### config.mk
export PLATFORM = sky130hd
export DESIGN_NAME = bitmap_block_allocator_core
export DESIGN_NICKNAME = d
export VERILOG_FILES = /design/src/hdl/bba_pkg.sv /design/src/hdl/bba_bitmap_store.sv /design/src/hdl/bitmap_block_allocator_core.sv
export SDC_FILE = /design/constraint.sdc
export NUM_CORES = 1
export LEC_CHECK = 0
export ABC_CLOCK_PERIOD_IN_PS = 10800
export BUFFER_PORTS_ARGS = -buffer_cell sky130_fd_sc_hd__buf_2
export CELL_PAD_IN_SITES_DETAIL_PLACEMENT = 2
export CELL_PAD_IN_SITES_GLOBAL_PLACEMENT = 2
export CORE_ASPECT_RATIO = 1.1
export CORE_UTILIZATION = 40
export CTS_CLUSTER_DIAMETER = 60
export CTS_CLUSTER_SIZE = 25
export DETAILED_ROUTE_END_ITERATION = 7
export GPL_ROUTABILITY_DRIVEN = 0
export PLACE_DENSITY = 0.82
export SYNTH_ARGS = -nofsm -noshare
export SYNTH_HDL_FRONTEND = slang
export SYNTH_SLANG_ARGS = --single-unit
### constraint.sdc
create_clock -name clk -period 10.8 [get_ports clk]
set_input_delay 1.08 -clock clk [delete_from_list [all_inputs] [get_ports clk]]
set_output_delay 1.08 -clock clk [all_outputs]
set_load 0.005 [all_outputs]
### src/hdl/bba_pkg.sv
// Package: sizes, codes and memory request type of the bitmap block allocator.
`default_nettype none

package bba_pkg;

  localparam int MAP_BYTES     = 128;
  localparam int BITS_PER_BYTE = 8;
  localparam int BIT_W         = 3;
  localparam int TOTAL_BLOCKS  = MAP_BYTES * BITS_PER_BYTE;
  localparam int ADDR_W        = (MAP_BYTES > 1) ? $clog2(MAP_BYTES) : 1;
  localparam int BLK_W         = ADDR_W + BIT_W;
  localparam int FREE_W        = $clog2(TOTAL_BLOCKS + 1);
  localparam int IDX_W         = 10;
  localparam int CNT_OUT_W     = 11;
  localparam int CMP_W         = (FREE_W > IDX_W) ? FREE_W : IDX_W + 1;

  typedef logic [BITS_PER_BYTE-1:0] map_byte_t;

  localparam map_byte_t FULL_BYTE = 8'hFF;

  typedef enum logic [1:0] {
    ACT_ALLOC = 2'd0,
    ACT_SET   = 2'd1,
    ACT_CLEAR = 2'd2,
    ACT_BAD   = 2'd3
  } action_t;

  typedef enum logic [1:0] {
    ST_OK   = 2'd0,
    ST_SAME = 2'd1,
    ST_ERR  = 2'd2
  } status_t;

  typedef struct packed {
    logic              rd_en;
    logic [ADDR_W-1:0] rd_addr;
    logic              wr_en;
    logic [ADDR_W-1:0] wr_addr;
    map_byte_t         wr_data;
  } mem_req_t;

endpackage

`default_nettype wire

### src/hdl/bba_bitmap_store.sv
// Bitmap memory with per-byte valid bits: an unwritten byte reads as all free.
`default_nettype none

module bba_bitmap_store (
  input  wire logic                clk,
  input  wire logic                rst_n,
  input  wire bba_pkg::mem_req_t   req,
  output bba_pkg::map_byte_t       rd_data
);

  bba_pkg::map_byte_t                mem [bba_pkg::MAP_BYTES];
  bba_pkg::map_byte_t                mem_q;
  logic [bba_pkg::MAP_BYTES-1:0]     valid_r;
  logic                              hit_r;

  always_ff @(posedge clk) begin
    if (req.wr_en) begin
      mem[req.wr_addr] <= req.wr_data;
    end
    if (req.rd_en) begin
      mem_q <= mem[req.rd_addr];
    end
  end

  always_ff @(posedge clk) begin
    if (!rst_n) begin
      valid_r <= '0;
      hit_r   <= 1'b0;
    end else begin
      if (req.wr_en) begin
        valid_r[req.wr_addr] <= 1'b1;
      end
      if (req.rd_en) begin
        hit_r <= valid_r[req.rd_addr];
      end
    end
  end

  assign rd_data = hit_r ? mem_q : '0;

endmodule

`default_nettype wire

### src/hdl/bitmap_block_allocator_core.sv
// Top level: free-block bitmap allocator with byte-wide scan and read-modify-write.
//
//  channel | ports                                              | handshake
//  --------+----------------------------------------------------+-------------------
//  input   | in_action, in_block_index                          | start && !busy
//  result  | out_status, out_result_index, out_free_count       | out_valid strobe
//
//  Mark used / mark free: read the byte, then write it back if the bit changes.
//  Allocate: scans bytes from address 0 up to the first non-full one
//  (at most MAP_BYTES); one byte per cycle through the single memory read port.
//  Errors (bad action, index out of range, map full) strobe in the cycle after accept.
//  Reset clears the byte valid bits and sets the free count to TOTAL_BLOCKS; no clearing pass.
//  The receiver cannot stall; each result shows for exactly one cycle.
`default_nettype none

module bitmap_block_allocator_core (
  input  wire logic                           clk,
  input  wire logic                           rst_n,
  input  wire logic                           start,
  output logic                                busy,
  input  wire logic [1:0]                     in_action,
  input  wire logic [bba_pkg::IDX_W-1:0]      in_block_index,
  output logic                                out_valid,
  output logic [1:0]                          out_status,
  output logic [bba_pkg::IDX_W-1:0]           out_result_index,
  output logic [bba_pkg::CNT_OUT_W-1:0]       out_free_count
);

  typedef enum logic [1:0] {
    S_IDLE,
    S_MARK,
    S_SCAN
  } state_t;

  localparam logic [bba_pkg::ADDR_W-1:0] LAST_ADDR = bba_pkg::ADDR_W'(bba_pkg::MAP_BYTES - 1);
  localparam logic [bba_pkg::FREE_W-1:0] TOTAL_CNT = bba_pkg::FREE_W'(bba_pkg::TOTAL_BLOCKS);

  state_t                            state_r;
  bba_pkg::action_t                  act_r;
  logic [bba_pkg::IDX_W-1:0]         idx_r;
  logic [bba_pkg::ADDR_W-1:0]        scan_addr_r;
  logic [bba_pkg::FREE_W-1:0]        free_r;
  logic                              out_valid_r;
  bba_pkg::status_t                  out_status_r;
  logic [bba_pkg::IDX_W-1:0]         out_index_r;
  logic [bba_pkg::CNT_OUT_W-1:0]     out_free_r;

  bba_pkg::action_t                  act;
  logic                              in_range;
  logic [bba_pkg::BLK_W-1:0]         blk_in;
  logic [bba_pkg::BLK_W-1:0]         blk_r;
  logic [bba_pkg::BIT_W-1:0]         zero_pos;
  logic [bba_pkg::BLK_W-1:0]         alloc_blk;
  bba_pkg::map_byte_t                mark_mask;
  bba_pkg::map_byte_t                rd_data;
  logic                              mark_same;
  logic                              byte_full;
  logic [bba_pkg::FREE_W-1:0]        free_dec;
  logic [bba_pkg::FREE_W-1:0]        free_inc;
  bba_pkg::mem_req_t                 req;

  assign act       = bba_pkg::action_t'(in_action);
  assign in_range  = bba_pkg::CMP_W'(in_block_index) < bba_pkg::CMP_W'(bba_pkg::TOTAL_BLOCKS);
  assign blk_in    = bba_pkg::BLK_W'(in_block_index);
  assign blk_r     = bba_pkg::BLK_W'(idx_r);
  assign mark_mask = bba_pkg::map_byte_t'(1) << blk_r[bba_pkg::BIT_W-1:0];
  assign mark_same = ((rd_data & mark_mask) != '0) == (act_r == bba_pkg::ACT_SET);
  assign byte_full = (rd_data == bba_pkg::FULL_BYTE);
  assign alloc_blk = {scan_addr_r, zero_pos};
  assign free_dec  = (free_r != '0) ? free_r - bba_pkg::FREE_W'(1) : free_r;
  assign free_inc  = (free_r < TOTAL_CNT) ? free_r + bba_pkg::FREE_W'(1) : free_r;

  always_comb begin
    zero_pos = '0;
    for (int k = bba_pkg::BITS_PER_BYTE - 1; k >= 0; k--) begin
      if (!rd_data[k]) begin
        zero_pos = bba_pkg::BIT_W'(k);
      end
    end
  end

  always_comb begin
    req = '0;
    unique case (state_r)
      S_IDLE: begin
        if (start) begin
          if (act == bba_pkg::ACT_ALLOC && free_r != '0) begin
            req.rd_en   = 1'b1;
            req.rd_addr = '0;
          end else if ((act == bba_pkg::ACT_SET || act == bba_pkg::ACT_CLEAR) && in_range) begin
            req.rd_en   = 1'b1;
            req.rd_addr = blk_in[bba_pkg::BLK_W-1:bba_pkg::BIT_W];
          end
        end
      end
      S_MARK: begin
        req.wr_en   = !mark_same;
        req.wr_addr = blk_r[bba_pkg::BLK_W-1:bba_pkg::BIT_W];
        req.wr_data = (act_r == bba_pkg::ACT_SET) ? (rd_data | mark_mask)
                                                  : (rd_data & ~mark_mask);
      end
      S_SCAN: begin
        req.rd_en   = byte_full && (scan_addr_r != LAST_ADDR);
        req.rd_addr = scan_addr_r + bba_pkg::ADDR_W'(1);
        req.wr_en   = !byte_full;
        req.wr_addr = scan_addr_r;
        req.wr_data = rd_data | (bba_pkg::map_byte_t'(1) << zero_pos);
      end
      default: req = '0;
    endcase
  end

  bba_bitmap_store u_store (
    .clk     (clk),
    .rst_n   (rst_n),
    .req     (req),
    .rd_data (rd_data)
  );

  always_ff @(posedge clk) begin
    if (!rst_n) begin
      state_r     <= S_IDLE;
      free_r      <= TOTAL_CNT;
      out_valid_r <= 1'b0;
    end else begin
      out_valid_r <= 1'b0;
      unique case (state_r)
        S_IDLE: begin
          if (start) begin
            act_r       <= act;
            idx_r       <= in_block_index;
            scan_addr_r <= '0;
            out_free_r  <= bba_pkg::CNT_OUT_W'(free_r);
            priority if (act == bba_pkg::ACT_BAD) begin
              out_valid_r  <= 1'b1;
              out_status_r <= bba_pkg::ST_ERR;
              out_index_r  <= '0;
            end else if (act == bba_pkg::ACT_ALLOC) begin
              if (free_r == '0) begin
                out_valid_r  <= 1'b1;
                out_status_r <= bba_pkg::ST_ERR;
                out_index_r  <= '0;
              end else begin
                state_r <= S_SCAN;
              end
            end else if (!in_range) begin
              out_valid_r  <= 1'b1;
              out_status_r <= bba_pkg::ST_ERR;
              out_index_r  <= in_block_index;
            end else begin
              state_r <= S_MARK;
            end
          end
        end
        S_MARK: begin
          out_valid_r <= 1'b1;
          out_index_r <= idx_r;
          state_r     <= S_IDLE;
          if (mark_same) begin
            out_status_r <= bba_pkg::ST_SAME;
            out_free_r   <= bba_pkg::CNT_OUT_W'(free_r);
          end else if (act_r == bba_pkg::ACT_SET) begin
            out_status_r <= bba_pkg::ST_OK;
            free_r       <= free_dec;
            out_free_r   <= bba_pkg::CNT_OUT_W'(free_dec);
          end else begin
            out_status_r <= bba_pkg::ST_OK;
            free_r       <= free_inc;
            out_free_r   <= bba_pkg::CNT_OUT_W'(free_inc);
          end
        end
        S_SCAN: begin
          if (!byte_full) begin
            out_valid_r  <= 1'b1;
            out_status_r <= bba_pkg::ST_OK;
            out_index_r  <= bba_pkg::IDX_W'(alloc_blk);
            free_r       <= free_dec;
            out_free_r   <= bba_pkg::CNT_OUT_W'(free_dec);
            state_r      <= S_IDLE;
          end else if (scan_addr_r == LAST_ADDR) begin
            out_valid_r  <= 1'b1;
            out_status_r <= bba_pkg::ST_ERR;
            out_index_r  <= '0;
            out_free_r   <= bba_pkg::CNT_OUT_W'(free_r);
            state_r      <= S_IDLE;
          end else begin
            scan_addr_r <= scan_addr_r + bba_pkg::ADDR_W'(1);
          end
        end
        default: state_r <= S_IDLE;
      endcase
    end
  end

  assign busy             = (state_r != S_IDLE);
  assign out_valid        = out_valid_r;
  assign out_status       = out_status_r;
  assign out_result_index = out_index_r;
  assign out_free_count   = out_free_r;

  a_no_strobe_while_busy: assert property (@(posedge clk) disable iff (!rst_n)
    !(busy && out_valid))
    else $error("result strobe while a request is in progress");

  a_strobe_has_source: assert property (@(posedge clk) disable iff (!rst_n)
    out_valid |-> $past(busy || start))
    else $error("result strobe without a transaction");

  a_free_bounded: assert property (@(posedge clk) disable iff (!rst_n)
    free_r <= TOTAL_CNT)
    else $error("free count above total blocks");

  a_mark_from_accept: assert property (@(posedge clk) disable iff (!rst_n)
    (state_r == S_MARK) |-> $past(state_r == S_IDLE && start))
    else $error("mark state entered without an accepted transaction");

endmodule

`default_nettype wire
==> impl_metrics.py, run 1 <==
metrics = {
    "timing": {
        "fin_skew_ps": 55.6,
        "hold_ws_ps": 470,
        "setup-tns-final_ps": 0,
        "setup_viol": 0,
        "finalCritPeriodShare_pct": 55.8,
        "worst-slew-pin-transition_ps": 1420,
        "hold_violations": 0,
        "fin_crit_ps": 6020,
        "maxSlewViolCount": 0,
        "timing.fmax_mhz": 166,
        "rsz0062_at_grt": "false",
        "slew_headroom_pct": 4.97,
    },
    "clock_network": {
        "cts_resized": 0,
        "htreeDepth": 3,
        "cts-root-buf": "clkbuf_16",
        "clk_pin_slew_ps": 110,
        "cts_buffers": 93,
        "clk_latency_ps": 760,
        "cts.sinks": 1217,
        "clock_path_buffers": 3,
        "ctsHoldBuffers": 0,
        "cts_tree": "yes",
        "post_cts_buffers": 0,
    },
    "worst_hold_path": {
        "hold_path_class": "flip-flop to flip-flop",
    },
    "global_route": {
        "grt_usage_pct": 29.8,
        "antenna_found_initial": 11,
        "grt_max_degree": 182,
        "overflow": 0,
        "grt_pass1_wl_mm": 279,
        "grt_pass1_vias": 39600,
    },
    "route": {
        "drt_iter0_drc": 3807,
        "drt-total-wl_mm": 192,
        "vias": 36500,
        "drtPass1Iterations": 6,
        "ant_nets": 0,
        "vias_per_cell": 6.28,
        "wl_per_cell_um": 33.0,
        "drc": 0,
    },
    "synth": {
        "ys_types": 78,
        "async_flop_share_pct": 0,
        "synthCells": 4146,
        "synthesis.nets": 4170,
        "seq_area_frac_synth_pct": 69.8,
        "synth_edf_count": 1074,
        "ys_ff_latch": 1217,
        "yosys_warnings": 0,
        "ys.flop_type": "edfxtp_1",
        "syn_avg_cell_area_sq_um": 12.1,
        "netlist_area_sq_um": 50300,
    },
    "outcome": {
        "status": "completed",
    },
    "die": {
        "die_area_sq_um": 127000,
        "pin_count": 40,
        "core-area_sq_um": 125000,
        "die_w_um": 340,
        "fp-row-count": 136,
        "start_util_pct": 40.3,
        "die_h_um": 374,
    },
    "pwr": {
        "finalPower_mw": 10.0,
        "p_per_area_nw_per_um2": 181,
        "ir_drop_mv": 0.121,
        "leakage_nw": 17.5,
    },
    "cells_and_area": {
        "fill_cells": 12300,
        "final_cell_mix": "1074 x edfxtp_1, 1004 x nand2_1, 470 x nand3_1, 186 x nor2_1, 178 x a21oi_1",
        "area_delta_synth_final_pct": 10.4,
        "fin_nets": 4107,
        "layout_commonest_cell": "edfxtp_1",
        "drive_gt1_share_pct": 8.17,
    },
    "setup_path": {
        "critical_path_required_ps": 11140,
        "end_kind": "flip-flop",
        "worstPathMaxFanout": 17,
        "arrival_ps": 6360,
        "critPathKind": "flip-flop to flip-flop",
        "critPathLaunchType": "flip-flop",
    },
    "place": {
        "port_buffers": 39,
        "dp_hpwl_mm": 116,
    },
    "flow_run": {
        "max-cap-violations": 0,
    },
}
## stage by stage
stage / cell area, sq um / std cells / setup WS (ps) / util, %
global route: 55500 / 5817 / 4780 / 44.5
detailed placement: 52100 / 5644 / 4740 / 41.7
CTS: 55500 / 5817 / 5050 / 44.5
floorplan: 50300 / 4146 / 2640 / -
finish: 55500 / 5821 / 4780 / 44.5
global placement: 52100 / 5644 / 5010 / 41.7
## Yosys cell counts (7+ instances only)
cell	number	share of area (%)
a22oi_1	27	0.40
ha_1	9	0.22
nand2b_1	8	0.10
a21o_1	9	0.13
buf_2	84	0.84
nand2_1	1009	7.5
a311o_1	7	0.14
and3_1	10	0.12
a311oi_1	9	0.16
buf_4	19	0.28
nor2_1	188	1.4
a221oi_1	40	0.70
mux2i_1	132	2.6
a31oi_1	29	0.36
xnor2_1	9	0.16
or3_1	9	0.11
edfxtp_1	1074	64
dfxtp_1	143	5.7
o21ai_1	7	0.070
o22ai_1	9	0.11
a31o_2	14	0.24
nor4_1	8	0.10
buf_1	19	0.14
or4_1	8	0.12
o21a_1	65	0.97
inv_1	17	0.13
o31ai_1	16	0.24
o211ai_1	17	0.25
a2111oi_0	8	0.14
nor4_2	7	0.17
nor2b_1	10	0.12
a211oi_1	14	0.21
o21ai_0	115	1.1
nand4_1	31	0.39
a21boi_0	10	0.15
a221o_1	16	0.32
a22o_1	21	0.37
clkbuf_1	145	1.1
and2_1	12	0.15
buf_6	8	0.18
o2111ai_1	11	0.19
a21oi_1	178	1.8
nand3_1	470	4.7
nor3_1	28	0.28
## layer usage
| metal | track usage, % | routed length [um] | up-vias |
|---|---|---|---|
| met1 | 35.5 | 72700 | 19200 |
| met2 | 51.1 | 95700 | 1665 |
| li1 | - | - | 15100 |
| met4 | 16.4 | 11000 | 10 |
| met5 | 0 | 75 | - |
| met3 | 5.06 | 12500 | 552 |
## power breakdown
part / switching [mW] / total [mW] / internal (mW) / leakage (nW)
clock: 2.04 / 3.91 / 1.87 / 1.63
sequential: 0.0397 / 5.12 / 5.09 / 9.58
combinational: 0.730 / 1.00 / 0.270 / 6.27
## cells by family after synthesis
family	Yosys count	share of synthesized area [%]
and+or+nand+nor	1816	15.6
DFF	1217	69.8
AOI/OAI and AO/OA	665	8.85
buffers and inverters	294	2.69
xor gates and xnor gates	13	0.226
muxes	132	2.63
adders and majority gates	9	0.224
## final timing paths
check | start | end | slack, ps | cells past startpoint
max | u_store.hit_r | u_store.mem[30][0] | 4780 | 10
min | u_store.valid_r[53] | u_store.valid_r[53] | 470 | 1
max reg2reg | u_store.hit_r | u_store.mem[30][0] | 4780 | 10
min reg2reg | u_store.valid_r[53] | u_store.valid_r[53] | 470 | 1
## area by class of cell
| class | instances | area (sq um) | area share [%] |
|---|---|---|---|
| Antenna cell | 4 | 10.0 | 0.0180 |
| Clock buffer | 104 | 2510 | 4.51 |
| Clock inverter | 69 | 873 | 1.57 |
| Inverter | 18 | 67.6 | 0.122 |
| Multi-Input combinational cell | 2635 | 14000 | 25.2 |
| Sequential cell | 1217 | 35100 | 63.2 |
| Tap cell | 1656 | 2070 | 3.73 |
| Timing Repair Buffer | 118 | 878 | 1.58 |
## sequential cells by signal (all words and copies together), names as in the netlist, 7 cells and up
signal            flops
u_store.valid_r     128
free_r               11
out_free_count       11
blk_r                10
u_store.mem        1024
scan_addr_r           7
u_store.mem_q         8
out_result_index     10
## critical path, cell delays in order (launching register included)
cell,delay (ps)
dfxtp_1,580
and3_1,310
nand3_1,240
nor2_1,70
buf_4,220
nor2_1,690
a21oi_1,210
nand2b_1,240
nor3b_1,840
nand2_1,840
nor2_1,1330
(Power assumes the default switching activity.)
==> run 2, diff against run 1 <==
--- a/config.mk
+++ b/config.mk
@@ -5,7 +5,7 @@
 export SDC_FILE = /design/constraint.sdc
 export NUM_CORES = 1
 export LEC_CHECK = 0
-export ABC_CLOCK_PERIOD_IN_PS = 10800
+export ABC_CLOCK_PERIOD_IN_PS = 6300
 export BUFFER_PORTS_ARGS = -buffer_cell sky130_fd_sc_hd__buf_2
 export CELL_PAD_IN_SITES_DETAIL_PLACEMENT = 2
 export CELL_PAD_IN_SITES_GLOBAL_PLACEMENT = 2
==> constraint.sdc (replaced) <==
create_clock -name clk -period 6.3 [get_ports clk]
set_input_delay 0.63 -clock clk [delete_from_list [all_inputs] [get_ports clk]]
set_output_delay 0.63 -clock clk [all_outputs]
set_load 0.005 [all_outputs]
==> run 2 against run 1 <==
First-iteration DRC count increased by 1.1%. Worst hold slack lost 370 ps. Core utilization up 0.38 points. Critical endpoint is now u_store.hit_r. Non-clock buffer count up 34. Flip-flop and latch count did not move. Clock skew is 9.8 ps lower. Combinational power increased by 78%. Sequential power increased by 71%. Via count up 1.1%. Clock-buffer cell count shrank 2. Worst setup slack worse by 3900 ps. Critical path depth increased by 2.
==> impl_metrics.py, run 2 (same netlist as run 1, synthesis figures left out) <==
metrics = {
    "timing": {
        "setup_viol": 0,
        "rsz0062_at_grt": "false",
        "hold_ws_ps": 94.7,
        "fin_crit_ps": 5420,
        "fin_skew_ps": 45.8,
        "hold_violations": 0,
        "finalWorstSetupSlack_ps": 876,
        "timing.fmax_mhz": 184,
        "worst-slew-pin-transition_ps": 1320,
        "maxSlewViolCount": 0,
        "setup-tns-final_ps": 0,
        "finalCritPeriodShare_pct": 86.1,
        "slew_headroom_pct": 11.4,
    },
    "cells_and_area": {
        "fin_nets": 4142,
        "largest_reg_flops": 1024,
        "regMostFlops": "u_store.mem",
        "drive_gt1_share_pct": 9.00,
        "reg.largest.list": "u_store.mem x1024, u_store.valid_r x128",
        "final_cell_mix": "1074 x edfxtp_1, 1004 x nand2_1, 470 x nand3_1, 186 x nor2_1, 178 x a21oi_1",
        "area_delta_synth_final_pct": 11.4,
        "antenna_cells": 0,
        "layout_commonest_cell": "edfxtp_1",
    },
    "flow_run": {
        "max-cap-violations": 0,
    },
    "setup_path": {
        "critPathKind": "flip-flop to flip-flop",
        "cpPeakStageDelay_ps": 1030,
        "path_buf_inv": 2,
        "end_kind": "flip-flop",
        "critical_path_required_ps": 6920,
        "worstPathMaxFanout": 82,
        "critPathLaunchType": "flip-flop",
        "cp_top_family": "compound AO/OA/AOI/OAI gates",
        "arrival_ps": 6050,
        "path_cells": "inv_1, ha_1, or4b_1, o31ai_4, a31oi_4, buf_12, a21oi_1, a31o_2, o41ai_1, o2bb2ai_1, nor4_1, a211oi_1",
        "worst_path_max_delay_cell": "a31oi_4",
    },
    "pwr": {
        "leakage_nw": 17.7,
        "p_per_area_nw_per_um2": 310,
        "ir_drop_mv": 0.197,
        "finalPower_mw": 17.3,
    },
    "clock_network": {
        "cts_buffers": 94,
        "cts_resized": 0,
        "htreeDepth": 3,
        "cts.sinks": 1217,
        "post_cts_buffers": 0,
        "clk_latency_ps": 760,
        "clk_pin_slew_ps": 80,
        "cts-root-buf": "clkbuf_16",
        "clock_path_buffers": 3,
        "cts_tree": "yes",
        "ctsHoldBuffers": 0,
    },
    "route": {
        "drt-total-wl_mm": 197,
        "wl_per_cell_um": 33.6,
        "ant_nets": 0,
        "highest_layer": "met5",
        "wl_met2_mm": 97.4,
        "wl_met1_mm": 73.8,
        "drc": 0,
        "drtPass1Iterations": 6,
        "drt_iter0_drc": 3850,
        "vias_per_cell": 6.31,
        "wl_met3_mm": 13.1,
        "vias": 36900,
    },
    "global_route": {
        "grt_pass1_wl_mm": 284,
        "grt_usage_pct": 30.4,
        "antenna_found_initial": 5,
        "grt_pass1_vias": 39900,
        "grt_max_degree": 159,
        "overflow": 0,
    },
    "die": {
        "core-area_sq_um": 125000,
        "die_area_sq_um": 127000,
        "fp-row-count": 136,
        "pin_count": 40,
        "die_h_um": 374,
        "start_util_pct": 40.3,
        "die_w_um": 340,
    },
    "outcome": {
        "status": "completed",
    },
    "worst_hold_path": {
        "hold_path_class": "primary input to flip-flop",
    },
    "place": {
        "port_buffers": 39,
        "dp_worst_setup_slack_ps": 1140,
        "dp_hpwl_mm": 120,
    },
}
run 2: path summary, 6_finish.rpt:
kind              cells past startpoint  slack [ps]                   to           startpoint
hold reg to reg                       2         470  u_store.valid_r[63]  u_store.valid_r[63]
setup / recovery                     12         880        u_store.hit_r            free_r[0]
hold / removal                        1          90             act_r[1]         in_action[1]
setup reg to reg                     12         880        u_store.hit_r            free_r[0]
run 2: power by group:
| group | internal [mW] | total [mW] | switching, mW |
|---|---|---|---|
| registers | 8.72 | 8.78 | 0.0618 |
| clock network | 3.30 | 6.79 | 3.49 |
| logic | 0.488 | 1.78 | 1.29 |
run 2: area by class of cell:
cell class	count	area, sq um
Inverter	18	67.6
Sequential cell	1217	35100
Multi-Input combinational cell	2635	14000
Clock buffer	102	2480
Clock inverter	74	957
Fill cell	12300	68900
Tap cell	1656	2070
Timing Repair Buffer	152	1310
run 2: through the flow:
stage                     instances  instance area [sq um]  util, %
after detailed placement       5678                  52600     42.1
final                          5854                  56000     44.8
after floorplan                4146                  50300        -
after CTS                      5854                  56000     44.8
after global placement         5677                  52600     42.1
after global routing           5854                  56000     44.8
run 2: routing by layer:
| layer | track usage (%) | up-vias |
|---|---|---|
| met5 | 0 | - |
| met4 | 17.4 | 4 |
| met2 | 51.7 | 1761 |
| li1 | - | 15200 |
| met1 | 36.5 | 19400 |
| met3 | 4.94 | 606 |
run 2: worst reg2reg max path, delay by kind of cell (launching register included):
kind | cells | cell delay (ps)
and+or+nand+nor | 2 | 470
adders and majority gates | 1 | 320
AOI/OAI and AO/OA | 7 | 3450
DFF | 1 | 460
buffers and inverters | 2 | 630
